File: config.mk
export PLATFORM = sky130hd
export DESIGN_NAME = lcd_number_display_writer
export DESIGN_NICKNAME = d
export VERILOG_FILES = /design/src/rtl/ldw_pkg.sv /design/src/rtl/ldw_dp.sv /design/src/rtl/ldw_ctrl.sv /design/src/rtl/lcd_number_display_writer.sv
export SDC_FILE = /design/constraint.sdc
export NUM_CORES = 1
export LEC_CHECK = 0
export BUFFER_PORTS_ARGS = -buffer_cell sky130_fd_sc_hd__buf_2
export CORE_ASPECT_RATIO = 0.7
export CORE_MARGIN = 1.5
export CORE_UTILIZATION = 40
export CTS_CLUSTER_SIZE = 12
export DETAILED_ROUTE_END_ITERATION = 12
export MAX_ROUTING_LAYER = met4
export PLACE_DENSITY = 0.62
export SLEW_MARGIN = 20
export SYNTH_ARGS = -nofsm -noshare
export SYNTH_HDL_FRONTEND = slang
export SYNTH_SLANG_ARGS = --single-unit
File: constraint.sdc
create_clock -name clk -period 10.7 [get_ports clk]
set_clock_uncertainty 0.05 [all_clocks]
set_input_delay 1.605 -clock clk [delete_from_list [all_inputs] [get_ports clk]]
set_output_delay 1.605 -clock clk [all_outputs]
set_load 0.005 [all_outputs]
File: src/rtl/ldw_pkg.sv
// Shared types and constants of the character display number writer.
`default_nettype none

package ldw_pkg;

  // Request types
  localparam logic [2:0] REQ_CHAR = 3'd0;
  localparam logic [2:0] REQ_UDEC = 3'd1;
  localparam logic [2:0] REQ_SDEC = 3'd2;
  localparam logic [2:0] REQ_HEX  = 3'd3;
  localparam logic [2:0] REQ_BIN  = 3'd4;

  // Source of an emitted byte
  localparam logic [1:0] SEL_CMD   = 2'd0;
  localparam logic [1:0] SEL_CHAR  = 2'd1;
  localparam logic [1:0] SEL_SIGN  = 2'd2;
  localparam logic [1:0] SEL_DIGIT = 2'd3;

  localparam logic [7:0] SET_ADDR_CMD = 8'h80;
  localparam logic [7:0] LINE2_OFFSET = 8'h40;
  localparam logic [4:0] MAX_DIGITS   = 5'd16;
  localparam int unsigned CONV_STEPS  = 16;

  typedef struct packed {
    logic [2:0]  req_type;
    logic [1:0]  line;
    logic [4:0]  column;
    logic [15:0] value;
    logic [4:0]  digit_count;
    logic [7:0]  character;
  } in_t;

  typedef struct packed {
    logic       is_data;
    logic [7:0] bus_byte;
    logic       last;
  } out_t;

  // Controller to datapath
  typedef struct packed {
    logic       load;
    logic       conv_step;
    logic       emit;
    logic [1:0] sel;
    logic       last;
    logic       dec_cnt;
  } ctrl_cmd_t;

  // Datapath to controller
  typedef struct packed {
    logic [2:0] req_type;
    logic       line_cmd;
    logic       ndig_zero;
    logic       cnt_one;
    logic       conv_last;
    logic       can_load;
  } dp_stat_t;

endpackage

`default_nettype wire

File: src/rtl/ldw_dp.sv
// Datapath: request registers, binary to BCD converter, digit select, output register.
`default_nettype none

module ldw_dp (
  input  wire logic               clk,
  input  wire logic               rst_n,
  input  wire ldw_pkg::in_t       in_data,
  input  wire ldw_pkg::ctrl_cmd_t cmd,
  output ldw_pkg::dp_stat_t       stat,
  output logic                    out_valid,
  input  wire logic               out_ready,
  output ldw_pkg::out_t           out_data
);

  logic [2:0]  type_r;
  logic [1:0]  line_r;
  logic [4:0]  column_r;
  logic [7:0]  char_r;
  logic        sign_pos_r;
  logic [15:0] mag_r, mag_nxt;
  logic [19:0] bcd_r, bcd_nxt;
  logic [3:0]  step_r, step_nxt;
  logic [4:0]  cnt_r, cnt_nxt;
  logic        out_valid_r, out_valid_nxt;
  ldw_pkg::out_t out_r, out_nxt;

  logic        neg;
  logic [4:0]  ndig_sat;
  logic [19:0] bcd_adj;
  logic [3:0]  idx;
  logic [3:0]  digit;
  logic [7:0]  cmd_byte;
  logic [7:0]  byte_sel;

  assign neg      = (in_data.req_type == ldw_pkg::REQ_SDEC) &&
                    (in_data.value[15] || (in_data.value == 16'd0));
  assign ndig_sat = (in_data.digit_count > ldw_pkg::MAX_DIGITS) ?
                    ldw_pkg::MAX_DIGITS : in_data.digit_count;

  // Double dabble: add 3 to each BCD digit of 5 or more, then shift.
  always_comb begin
    bcd_adj = bcd_r;
    for (int k = 0; k < 5; k++) begin
      if (bcd_r[k*4 +: 4] >= 4'd5) begin
        bcd_adj[k*4 +: 4] = bcd_r[k*4 +: 4] + 4'd3;
      end
    end
  end

  always_comb begin
    mag_nxt  = mag_r;
    bcd_nxt  = bcd_r;
    step_nxt = step_r;
    cnt_nxt  = cnt_r;
    if (cmd.load) begin
      mag_nxt  = neg ? 16'(~in_data.value + 16'd1) : in_data.value;
      bcd_nxt  = '0;
      step_nxt = '0;
      cnt_nxt  = ndig_sat;
    end else if (cmd.conv_step) begin
      {bcd_nxt, mag_nxt} = {bcd_adj[18:0], mag_r, 1'b0};
      step_nxt = step_r + 4'd1;
    end else if (cmd.dec_cnt) begin
      cnt_nxt = cnt_r - 5'd1;
    end
  end

  // Digit at position cnt-1, zero past the width of the number.
  assign idx = 4'(cnt_r - 5'd1);

  always_comb begin
    if (type_r == ldw_pkg::REQ_HEX) begin
      digit = (idx < 4'd4) ? mag_r[idx[1:0]*4 +: 4] : 4'd0;
    end else if (type_r == ldw_pkg::REQ_BIN) begin
      digit = {3'b000, mag_r[idx]};
    end else begin
      digit = (idx < 4'd5) ? bcd_r[idx*4 +: 4] : 4'd0;
    end
  end

  assign cmd_byte = 8'(ldw_pkg::SET_ADDR_CMD + {3'b000, column_r} - 8'd1 +
                       ((line_r == 2'd2) ? ldw_pkg::LINE2_OFFSET : 8'd0));

  always_comb begin
    unique case (cmd.sel)
      ldw_pkg::SEL_CMD:   byte_sel = cmd_byte;
      ldw_pkg::SEL_CHAR:  byte_sel = char_r;
      ldw_pkg::SEL_SIGN:  byte_sel = sign_pos_r ? 8'h2B : 8'h2D;
      ldw_pkg::SEL_DIGIT: byte_sel = (digit < 4'd10) ? 8'h30 + {4'd0, digit}
                                                     : 8'h37 + {4'd0, digit};
      default:            byte_sel = cmd_byte;
    endcase
  end

  always_comb begin
    out_nxt       = out_r;
    out_valid_nxt = out_valid_r;
    if (cmd.emit) begin
      out_nxt.is_data  = (cmd.sel != ldw_pkg::SEL_CMD);
      out_nxt.bus_byte = byte_sel;
      out_nxt.last     = cmd.last;
      out_valid_nxt    = 1'b1;
    end else if (out_ready) begin
      out_valid_nxt = 1'b0;
    end
  end

  always_ff @(posedge clk) begin
    if (!rst_n) begin
      out_valid_r <= 1'b0;
    end else begin
      out_valid_r <= out_valid_nxt;
    end
  end

  always_ff @(posedge clk) begin
    if (cmd.load) begin
      type_r     <= in_data.req_type;
      line_r     <= in_data.line;
      column_r   <= in_data.column;
      char_r     <= in_data.character;
      sign_pos_r <= !neg;
    end
    mag_r  <= mag_nxt;
    bcd_r  <= bcd_nxt;
    step_r <= step_nxt;
    cnt_r  <= cnt_nxt;
    out_r  <= out_nxt;
  end

  assign stat.req_type  = type_r;
  assign stat.line_cmd  = (line_r == 2'd1) || (line_r == 2'd2);
  assign stat.ndig_zero = (cnt_r == 5'd0);
  assign stat.cnt_one   = (cnt_r == 5'd1);
  assign stat.conv_last = (step_r == 4'(ldw_pkg::CONV_STEPS - 1));
  assign stat.can_load  = !out_valid_r || out_ready;

  assign out_valid = out_valid_r;
  assign out_data  = out_r;

endmodule

`default_nettype wire

File: src/rtl/ldw_ctrl.sv
// Controller: sequences load, conversion and byte emission for one request.
`default_nettype none

module ldw_ctrl (
  input  wire logic              clk,
  input  wire logic              rst_n,
  input  wire logic              in_valid,
  output logic                   in_ready,
  input  wire ldw_pkg::dp_stat_t stat,
  output ldw_pkg::ctrl_cmd_t     cmd
);

  localparam logic [2:0] S_IDLE   = 3'd0;
  localparam logic [2:0] S_DECIDE = 3'd1;
  localparam logic [2:0] S_CONV   = 3'd2;
  localparam logic [2:0] S_CMD    = 3'd3;
  localparam logic [2:0] S_CHAR   = 3'd4;
  localparam logic [2:0] S_SIGN   = 3'd5;
  localparam logic [2:0] S_DIGITS = 3'd6;

  logic [2:0] state_r, state_nxt;
  logic [2:0] after_cmd;
  logic       cmd_is_last;

  always_comb begin
    if (stat.req_type == ldw_pkg::REQ_CHAR) begin
      after_cmd = S_CHAR;
    end else if (stat.req_type == ldw_pkg::REQ_SDEC) begin
      after_cmd = S_SIGN;
    end else begin
      after_cmd = stat.ndig_zero ? S_IDLE : S_DIGITS;
    end
  end

  assign cmd_is_last = (after_cmd == S_IDLE);

  always_comb begin
    state_nxt = state_r;
    cmd       = '0;
    in_ready  = 1'b0;
    unique case (state_r)
      S_IDLE: begin
        in_ready = 1'b1;
        if (in_valid) begin
          cmd.load  = 1'b1;
          state_nxt = S_DECIDE;
        end
      end
      S_DECIDE: begin
        if (stat.req_type > ldw_pkg::REQ_BIN) begin
          state_nxt = S_IDLE;
        end else if (stat.req_type == ldw_pkg::REQ_UDEC ||
                     stat.req_type == ldw_pkg::REQ_SDEC) begin
          state_nxt = S_CONV;
        end else begin
          state_nxt = S_CMD;
        end
      end
      S_CONV: begin
        cmd.conv_step = 1'b1;
        if (stat.conv_last) begin
          state_nxt = S_CMD;
        end
      end
      S_CMD: begin
        if (!stat.line_cmd) begin
          state_nxt = after_cmd;
        end else if (stat.can_load) begin
          cmd.emit  = 1'b1;
          cmd.sel   = ldw_pkg::SEL_CMD;
          cmd.last  = cmd_is_last;
          state_nxt = after_cmd;
        end
      end
      S_CHAR: begin
        if (stat.can_load) begin
          cmd.emit  = 1'b1;
          cmd.sel   = ldw_pkg::SEL_CHAR;
          cmd.last  = 1'b1;
          state_nxt = S_IDLE;
        end
      end
      S_SIGN: begin
        if (stat.can_load) begin
          cmd.emit  = 1'b1;
          cmd.sel   = ldw_pkg::SEL_SIGN;
          cmd.last  = stat.ndig_zero;
          state_nxt = stat.ndig_zero ? S_IDLE : S_DIGITS;
        end
      end
      S_DIGITS: begin
        if (stat.can_load) begin
          cmd.emit    = 1'b1;
          cmd.sel     = ldw_pkg::SEL_DIGIT;
          cmd.last    = stat.cnt_one;
          cmd.dec_cnt = 1'b1;
          if (stat.cnt_one) begin
            state_nxt = S_IDLE;
          end
        end
      end
      default: state_nxt = S_IDLE;
    endcase
  end

  always_ff @(posedge clk) begin
    if (!rst_n) begin
      state_r <= S_IDLE;
    end else begin
      state_r <= state_nxt;
    end
  end

`ifndef SYNTH
  a_emit_has_room: assert property (@(posedge clk) disable iff (!rst_n)
    cmd.emit |-> stat.can_load)
    else $error("byte emitted while output register full");

  a_last_ends_req: assert property (@(posedge clk) disable iff (!rst_n)
    cmd.emit && cmd.last |=> state_r == S_IDLE)
    else $error("last byte did not end the request");

  a_digit_count: assert property (@(posedge clk) disable iff (!rst_n)
    cmd.emit && cmd.sel == ldw_pkg::SEL_DIGIT |-> !stat.ndig_zero)
    else $error("digit emitted with no digits left");

  a_conv_decimal: assert property (@(posedge clk) disable iff (!rst_n)
    state_r == S_CONV |->
      (stat.req_type == ldw_pkg::REQ_UDEC || stat.req_type == ldw_pkg::REQ_SDEC))
    else $error("conversion run for a non-decimal request");
`endif

endmodule

`default_nettype wire

File: src/rtl/lcd_number_display_writer.sv
// Top level of the character display number writer: controller plus datapath.
//
// Usage: each input beat on in_* (valid/ready) is one display request: a
// character, unsigned or signed decimal, hex or binary value, with line,
// column and digit count. The block answers with a stream of output beats on
// out_*, one bus byte each: an optional set-address command (lines 1 and 2
// only), then the sign byte of a signed request, then the digits MSB first.
// The final byte of a request carries last. Request types 5 to 7 and requests
// that produce nothing give no beats at all.
// Timing: one request is worked on at a time. After acceptance the S_DECIDE
// state decodes the request; decimal requests then pass through the
// shift-add-3 binary to BCD converter. For types 0 to 4 the cursor-command
// slot (S_CMD) always follows, sent or not; then one data byte leaves per
// cycle while the output register can take it, up to 17. in_ready is high
// again in the cycle right after the edge that loads the last byte. The output
// register holds a byte while out_ready is low; emission simply pauses and
// nothing is lost. Reset (rst_n low, synchronous) returns the sequencer to
// idle and empties the output register.
`default_nettype none

module lcd_number_display_writer (
  input  wire logic          clk,
  input  wire logic          rst_n,
  input  wire logic          in_valid,
  output logic               in_ready,
  input  wire ldw_pkg::in_t  in_data,
  output logic               out_valid,
  input  wire logic          out_ready,
  output ldw_pkg::out_t      out_data
);

  ldw_pkg::ctrl_cmd_t cmd;
  ldw_pkg::dp_stat_t  stat;

  // Sequencer: decides which byte goes out next
  ldw_ctrl u_ctrl (
    .clk      (clk),
    .rst_n    (rst_n),
    .in_valid (in_valid),
    .in_ready (in_ready),
    .stat     (stat),
    .cmd      (cmd)
  );

  // Request registers, BCD converter and output register
  ldw_dp u_dp (
    .clk       (clk),
    .rst_n     (rst_n),
    .in_data   (in_data),
    .cmd       (cmd),
    .stat      (stat),
    .out_valid (out_valid),
    .out_ready (out_ready),
    .out_data  (out_data)
  );

endmodule

`default_nettype wire

After elaboration in Yosys (flattened, before gate mapping)
Cells that the tools add are included.
{"block": "totals", "regBits": 78, "wordCells": 135, "input_bits": 43, "out_inout_bits": 12}
{"block": "classes", "addsub": 13, "magnitude_cmp": 11, "mux": 49, "n_eq_ne": 26, "shifts": 2, "reduce_logical": 19, "n_bitwise": 1}
{"operator": "$mux W16", "n": 3}
{"operator": "$mux W4", "n": 12}
{"operator": "$mux W3", "n": 14}
{"operator": "$pmux W8 S4", "n": 1}
{"operator": "$mux W5", "n": 5}
{"operator": "$pmux W3 S7", "n": 1}
{"operator": "$ge A4 B3 Y1 const B", "n": 5}
{"operator": "$shiftx A20 B7 Y4", "n": 1}
{"operator": "$add A16 B1 Y16 const B", "n": 1}
{"operator": "$add A4 B2 Y4 const B", "n": 4}
{"operator": "$logic_not A16 Y1", "n": 1}
{"operator": "$not A16 Y16", "n": 1}
{"operator": "$pmux W4 S4", "n": 1}
{"operator": "$shiftx A16 B5 Y4", "n": 1}
{"operator": "$eq A3 B2 Y1 const B", "n": 5}
{"operator": "$add A6 B4 Y7 const A", "n": 2}
{"operator": "$eq A3 B3 Y1 const B", "n": 4}
{"operator": "$ne A2 B2 Y1 const B", "n": 5}
{"operator": "$logic_not A3 Y1", "n": 3}
{"operator": "$mux W1", "n": 9}
{"operator": "$add A8 B5 Y8 const A", "n": 1}
{"operator": "$add A8 B8 Y8", "n": 1}
{"operator": "$lt A4 B3 Y1 const B", "n": 2}
{"operator": "$mux W8", "n": 1}
{"operator": "25 further kinds", "n": 37}

Longest topological paths before layout
Gate-level depths: netlist of the first run.
{"block": "logic_depth", "word_depth": 10, "ltp_mapped": 15, "mapped_depth_nobuf": 11}

Modules after synthesis
From an unflattened synthesis of the first run, not the netlist that was laid out.
{"block": "hier_totals", "hier_cells": 498, "hier_area_um2": 4720.8}
{"module": "ldw_dp", "n_inst": 1, "area_each_um2": 4315.4, "seq_area_each_um2": 2001.9, "cells_per_inst": 440}
{"module": "ldw_ctrl", "n_inst": 1, "area_each_um2": 405.4, "seq_area_each_um2": 60.1, "cells_per_inst": 58}

Worst setup path after synthesis of the first run
OpenSTA, ideal clock, no wires.
{"block": "synth_path", "path_kind": "input-to-reg", "from": "input port in_data[13] in the netlist's numbering", "to": "register u_dp.mag_r[7] (data pin)", "arrival_ns": 3.380, "t_required_ns": 10.388, "n_path_buf": 2, "setup_ns": 0.262, "slack_ns": 7.008, "stages": 11, "path_cell_list": "inv_1 -> ha_1 -> nor3b_4 -> and3_4 -> a21oi_2 -> or4b_4 -> buf_6 -> buf_12 -> nor2_1 -> xnor2_1 -> o21ai_1"}
{"block": "synth_via", "elab_chain_cells": 5, "word_cells_on_any_way": 7, "cone_classes": "1 x add/sub; 2 x mux; 1 x bitwise; 3 x reduce/logical"}
{"element": "start, declared", "line_no": "lcd_number_display_writer.sv:26", "source": "input wire ldw_pkg::in_t in_data,"}
{"element": "branches (longest 3 deep; another with $add A16 B1 Y16)"}
{"element": "$mux W16 *", "line_no": "ldw_dp.sv:56", "source": "mag_nxt = neg ? 16'(~in_data.value + 16'd1) : in_data.value;"}
{"element": "$mux W16 *", "line_no": "ldw_dp.sv:55", "source": "if (cmd.load) begin"}
{"element": "net u_dp.mag_nxt[7]", "line_no": "ldw_dp.sv:20", "source": "logic [15:0] mag_r, mag_nxt;"}
{"element": "end signal, assigned", "line_no": "ldw_dp.sv:124", "source": "mag_r <= mag_nxt;"}
{"element": "end, declared", "line_no": "ldw_dp.sv:20"}
Mark *: on every way through the listed nets, which the timed path passes.
A chain may end at the register's enable or synchronous reset.

Final worst setup path of the first run
{"block": "layout_path", "from": "register u_dp.cnt_r[0]", "to": "register u_dp.out_r (netlist bit u_dp.out_data[2]) (data pin)"}
{"block": "layout_via", "elab_chain_cells": 8, "word_cells_on_any_way": 16, "cone_classes": "3 x add/sub; 3 x order compare; 2 x shift; 8 x mux"}
{"element": "start, declared", "line_no": "ldw_dp.sv:23", "source": "logic [4:0] cnt_r, cnt_nxt;"}
{"element": "start signal, assigned", "line_no": "ldw_dp.sv:127", "source": "cnt_r <= cnt_nxt;"}
{"element": "$sub A5 B1 Y5 *"}
{"element": "$shiftx A20 B7 Y4, or another cell as far along", "line_no": "ldw_dp.sv:77", "source": "digit = (idx < 4'd5) ? bcd_r[idx*4 +: 4] : 4'd0;"}
{"element": "$mux W4 / $mux W1 (equally long branches)", "line_no": "ldw_dp.sv:77, ldw_dp.sv:75"}
{"element": "$mux W4", "line_no": "ldw_dp.sv:74", "source": "end else if (type_r == ldw_pkg::REQ_BIN) begin"}
{"element": "$mux W4 *", "line_no": "ldw_dp.sv:72", "source": "if (type_r == ldw_pkg::REQ_HEX) begin"}
{"element": "$add A6 B4 Y7, or another cell as far along", "line_no": "ldw_dp.sv:90", "source": ": 8'h37 + {4'd0, digit};"}
{"element": "$mux W8 *", "line_no": "ldw_dp.sv:89", "source": "ldw_pkg::SEL_DIGIT: byte_sel = (digit < 4'd10) ? 8'h30 + {4'd0, digit}"}
{"element": "$pmux W8 S4 *", "line_no": "ldw_dp.sv:85", "source": "unique case (cmd.sel)"}
{"element": "net u_dp.byte_sel[1]", "line_no": "ldw_dp.sv:33", "source": "logic [7:0] byte_sel;"}
{"element": "end signal, assigned", "line_no": "ldw_dp.sv:128", "source": "out_r <= out_nxt;"}
{"element": "end, declared", "line_no": "ldw_dp.sv:25", "source": "ldw_pkg::out_t out_r, out_nxt;"}
Mark *: on every way through the listed nets, which the timed path passes. The rest lies on a longest branch. The select of a mux whose other input is x is not followed.

==> flow_metrics.tcl, run 1 <==
set metrics [dict create \
    detailedPlace.worstSlack_ps 6583 \
    drtPass1Iterations 7 \
    yosys.cell_types.count 66 \
    drcViolationCount 0 \
    die_h_um 93.47 \
    n_antenna_cell 0 \
    slowest_delay_ps 870 \
    path_common_cell "ha_1" \
    ys.flop_type "edfxtp_1" \
    period_minus_slack_ps 4145 \
    fill_cells 1089 \
    dieArea_mm2 0.01236 \
    finalCritPeriodShare 0.3874 \
    worst-path-max-fanout 20 \
    rsz0062_at_grt "false" \
    start_util 0.4172 \
    final_hold_viol_count 0 \
    postCtsHoldBufs 0 \
    p_leak_nw 1.967 \
    drive_gt1_frac 0.2045 \
    ys_seq_area_frac 0.4409 \
    grt-busiest-layer "met1" \
    avgViaCountPerCell 5.483 \
    ios 55 \
    holdWs_ps 427.1 \
    met2_usage 0.2670 \
    clockBufferDepth 2 \
    core_area_mm2 0.01121 \
    syn_avg_cell_area_um2 9.846 \
    post_cts_resized 0 \
    yosysTopAreaCellShare 0.3210 \
    globalplace.congestion 0.8437 \
    crit_family "adder cells" \
    wl_per_cell_um 16.40 \
    post_cts_buffers 0 \
    fin_setup_tns_ps 0 \
    grt_max_degree 46 \
    grt_overflow_total 0 \
    cts.htree.levels 3 \
    outcome "finished, final reports clean" \
    drt_iter0_drc 272 \
    gr-usage-met3 0.04715 \
    clock-sinks 78 \
    synth-seq-cells 78 \
    worst_pin_slew_ps 787.7 \
    cts-root-buf "clkbuf_16" \
    crit_chain "inv_1, ha_1, mux4_2, mux2i_1, o21ai_0, a21boi_0, ha_1, a221o_1, a22oi_2" \
    cp.arrival_ps 4270 \
    antenna_found_initial 0 \
    rows 32 \
    synth_edf_count 50 \
    multi_input_area_mm2 0.002380 \
    cap_violations 0 \
    max_slew_margin 0.4749 \
    synth_nets 535 \
    synthCells 475 \
    fmax_mhz 241.2 \
    final_max_slew_viol_count 0 \
    ys_top_cells_by_area "edfxtp_1 32%, dfxtp_1 12%, ha_1 4.5%" \
    crit_type "reg2reg" \
    final_cell_mix "54 x buf_2, 50 x edfxtp_1, 45 x nand2_1" \
    path_buf_inv 1 \
    finalSetupViolations 0 \
    slowest_stage "ha_1" \
    dp_hpwl_um 8233 \
    area_growth_pct 13.62 \
    fin_total_pwr_mw 1.283 \
    place_area_mm2 0.005039 \
    cts_tree "done" \
    final_common_cell "buf_2" \
    final_cell_area_mm2 0.005314 \
    portBuffers 54 \
    numCtsBuffers 9 \
    yosys_warnings 0 \
    route.antenna.remaining_nets 0 \
    insertion_delay_ps 330 \
    synth_top_area_cell "edfxtp_1" \
    crit_required_ps 10820 \
    routed_wl_um 11170 \
    crit_path_start_kind "flop" \
    via_count 3734 \
    grt_pass1_vias 3488 \
    grt_usage 0.1918 \
    num-nets-final 583 \
    syn_area_mm2 0.004677 \
    fin_ws_ps 6555 \
    async_flop_share 0 \
    clk_pin_slew_ps 60 \
    hold_class "reg2reg" \
    die-width_um 132.2 \
    endpoint_kind "flop" \
    grt_pass1_wl_um 18060 \
    met1_usage 0.2797 \
    p_per_area_mw_per_mm2 241.5 \
    vdd_ir_drop_max_mv 0.1460 \
    final-seq-area_mm2 0.002062 \
]
-- power breakdown --
group / switching (mW) / internal [mW] / leakage, nW
clock: 0.126 / 0.157 / 0.124
combinational: 0.285 / 0.191 / 1.15
sequential: 0.0868 / 0.437 / 0.698
-- metal layers --
metal / share of wire / up-vias
met4: 0.0078 / 0
met2: 0.40 / 129
li1: - / 1827
met1: 0.52 / 1765
met5: 0 / -
met3: 0.071 / 13
-- metrics by stage --
| step | instances | utilization |
|---|---|---|
| floorplan | 475 | - |
| global placement | 665 | 0.4494 |
| detailed placement | 665 | 0.4494 |
| CTS | 681 | 0.4740 |
| global route | 681 | 0.4740 |
| finish | 681 | 0.4740 |
-- flip-flops by register name (all words and copies together), names as in the netlist --
name,count
u_dp.step_r,4
u_dp.line_r,2
u_dp.cnt_r,5
u_dp.sign_pos_r,1
u_dp.column_r,5
u_dp.mag_r,16
u_ctrl.state_r,3
u_dp.out_data,10
u_dp.type_r,3
u_dp.char_r,8
u_dp.bcd_r,20
u_dp.out_valid,1
-- tightest hold or removal path, delay by kind of cell, from the launching register on --
kind / cells / cell delay (ps)
flops: 1 / 320
simple gates: 1 / 50
compound gates: 1 / 50
-- logic make-up (layout without fill, tap and decap cells) --
logic type | Yosys count | in the layout | synth area share
adder cells (fa/ha/maj) | 17 | 17 | 0.04548
AND/OR/NAND/NOR | 160 | 160 | 0.1763
XOR/XNOR | 32 | 32 | 0.06153
multiplexers | 18 | 18 | 0.06367
buffers and inverters | 49 | 102 | 0.05136
flip-flops | 78 | 78 | 0.4409
AO/OA/AOI/OAI | 121 | 121 | 0.1608
-- final cells by class --
cell class	count	share of cell area
Sequential cell	78	0.3880
Clock buffer	9	0.04238
Tap cell	153	0.03603
Multi-Input combinational cell	348	0.4478
Clock inverter	7	0.009418
Inverter	28	0.01978
Timing Repair Buffer	58	0.05651
-- Yosys cell counts (2+ instances only) --
cell,number
o22ai_1,3
a32oi_1,2
xor2_1,9
a221o_1,3
dfxtp_1,28
xnor2_1,22
nor2b_1,2
nand4_1,3
a211oi_1,3
buf_6,3
nor3b_4,2
mux2_2,4
o21ai_1,9
and2_1,3
nor2_1,39
nand2_1,45
mux2i_1,5
nand3_1,22
inv_1,27
a21oi_2,3
nor3b_1,2
nand3b_1,5
a32oi_2,2
o31ai_1,4
nand2b_1,10
a31oi_1,6
mux4_2,9
a21oi_1,34
nor4_1,3
edfxtp_1,50
buf_4,2
a221oi_1,2
nor3_1,9
o211ai_1,2
o21ai_0,35
buf_2,3
or3_1,2
nor2_2,4
ha_1,17
a32o_1,2
clkbuf_1,10
-- worst paths after layout --
check	from	end	slack [ps]	cells past startpoint
worst min register to register	u_dp.step_r[1]	u_dp.step_r[1]	430	2
worst min-delay path	u_dp.step_r[1]	u_dp.step_r[1]	430	2
worst max register to register	u_dp.cnt_r[0]	u_dp.out_data[2]	6550	9
worst max-delay path	u_dp.cnt_r[0]	u_dp.out_data[2]	6550	9
Power figures use the tool's default switching activity.
==> run 2, diff against run 1 <==
--- a/config.mk
+++ b/config.mk
@@ -12,7 +12,7 @@
 export CTS_CLUSTER_SIZE = 12
 export DETAILED_ROUTE_END_ITERATION = 12
 export MAX_ROUTING_LAYER = met4
-export PLACE_DENSITY = 0.62
+export PLACE_DENSITY = 0.65
 export SLEW_MARGIN = 20
 export SYNTH_ARGS = -nofsm -noshare
 export SYNTH_HDL_FRONTEND = slang
==> constraint.sdc (replaced) <==
create_clock -name clk -period 3.5 [get_ports clk]
set_clock_uncertainty 0.05 [all_clocks]
set_input_delay 0.525 -clock clk [delete_from_list [all_inputs] [get_ports clk]]
set_output_delay 0.525 -clock clk [all_outputs]
set_load 0.005 [all_outputs]
==> flow_metrics.tcl, run 2 (synthesized netlist as in run 1, its figures left out) <==
set metrics [dict create \
    clk_pin_slew_ps 60 \
    finalCritPeriodShare 0.9316 \
    rows 32 \
    cap_violations 0 \
    grt_overflow_total 0 \
    crit_path_start_kind "flop" \
    crit_chain "inv_1, ha_1, buf_4, mux4_2, nand2_1, o21ai_0, a32oi_1, a21boi_0, ha_1, o21ai_1, a221o_1" \
    stdcell_count 685 \
    fin_setup_tns_ps 0 \
    p_per_area_mw_per_mm2 764.0 \
    dp_hpwl_um 8296 \
    final_max_slew_viol_count 0 \
    post_cts_buffers 0 \
    detailedPlace.worstSlack_ps 243.2 \
    p_leak_nw 2.015 \
    route.antenna.remaining_nets 0 \
    insertion_delay_ps 340 \
    worst-path-max-fanout 9 \
    slowest_delay_ps 550 \
    worst_pin_slew_ps 658.5 \
    routed_wl_um 11020 \
    globalplace.congestion 0.9483 \
    fill_cells 1039 \
    antenna_found_initial 0 \
    clockBufferDepth 2 \
    slowest_stage "ha_1" \
    grt_pass1_wl_um 17790 \
    start_util 0.4172 \
    avgViaCountPerCell 5.444 \
    rsz0062_at_grt "false" \
    dp.cells 669 \
    postCtsHoldBufs 0 \
    cp.arrival_ps 3300 \
    period_minus_slack_ps 3260 \
    grt_usage 0.1917 \
    die_h_um 93.47 \
    portBuffers 54 \
    clock-sinks 78 \
    cts_tree "done" \
    n_antenna_cell 0 \
    drive_gt1_frac 0.2105 \
    vdd_ir_drop_max_mv 0.3301 \
    num-nets-final 587 \
    largest_reg_flops 20 \
    max_slew_margin 0.5599 \
    hold_class "in2reg" \
    final_cell_area_mm2 0.005391 \
    reg2reg_slack_ps 240 \
    outcome "finished, final reports clean" \
    post_cts_resized 0 \
    drt_iter0_drc 293 \
    ios 55 \
    final_cell_mix "54 x buf_2, 50 x edfxtp_1, 45 x nand2_1" \
    dieArea_mm2 0.01236 \
    final_common_cell "buf_2" \
    drtPass1Iterations 5 \
    area_growth_pct 15.28 \
    wl_per_cell_um 16.09 \
    grt_pass1_vias 3554 \
    core_area_mm2 0.01121 \
    final_hold_viol_count 0 \
    cts-root-buf "clkbuf_16" \
    endpoint_kind "flop" \
    fmax_mhz 306.7 \
    drcViolationCount 0 \
    post-route-util 0.4809 \
    path_common_cell "ha_1" \
    die-width_um 132.2 \
    crit_type "reg2reg" \
    top_register "u_dp.bcd_r" \
    finalSetupViolations 0 \
    cts.htree.levels 3 \
    via_count 3729 \
    numCtsBuffers 9 \
    fin_ws_ps 239.5 \
    grt_max_degree 35 \
    crit_required_ps 3540 \
    place_area_mm2 0.005069 \
]
run 2: cell count changes in the layout (fill, tap and decap cells not counted), sizes merged:
cell      delta
buf          +4
clkinvlp     -2
bufinv       +2
run 2: cell type report:
type,count,area [µm²],area share
inverter,28,105.1,0.01949
clock buffer,9,225.2,0.04177
multi-input combinational,348,2380,0.4414
timing repair buffer,62,330.3,0.06127
sequential,78,2062,0.3825
clock inverter,7,97.59,0.01810
tap,153,191.4,0.03551
run 2: final timing paths:
| path | start | endpoint | cells past startpoint |
|---|---|---|---|
| worst min register to register | u_dp.step_r[1] | u_dp.step_r[1] | 2 |
| worst max register to register | u_dp.cnt_r[0] | u_dp.out_data[7] | 11 |
| worst max-delay path | u_dp.cnt_r[0] | u_dp.out_data[7] | 11 |
| worst min-delay path | in_data[35] | u_dp.line_r[1] | 1 |
run 2: metrics by stage:
stage	hold slack (ps)	power, mW
floorplan	395.0	2.668
global placement	412.4	3.046
detailed placement	421.9	3.111
CTS	294.6	4.130
global route	289.6	4.378
finish	304.4	4.119
run 2: power by group:
part           internal [mW]  switching, mW  leakage, nW
Clock                  0.626          0.386        0.152
Combinational          0.618          0.919         1.16
Sequential              1.34          0.233        0.698
Total                   2.58           1.54         2.01
run 2: worst max-delay path, delay by kind of cell, from the launching register on:
family / cells / cell delay, ps
compound gates: 5 / 1090
fa+ha+maj: 2 / 840
flops: 1 / 340
buf+inv: 2 / 330
mux: 1 / 290
simple gates: 1 / 70
run 2: layer usage:
metal | part of all wire | track usage | vias up
li1 | - | - | 1834
met1 | 0.52 | 0.2699 | 1777
met2 | 0.42 | 0.2688 | 103
met3 | 0.054 | 0.04607 | 15
met4 | 0.014 | 0.06685 | 0
met5 | 0 | - | -
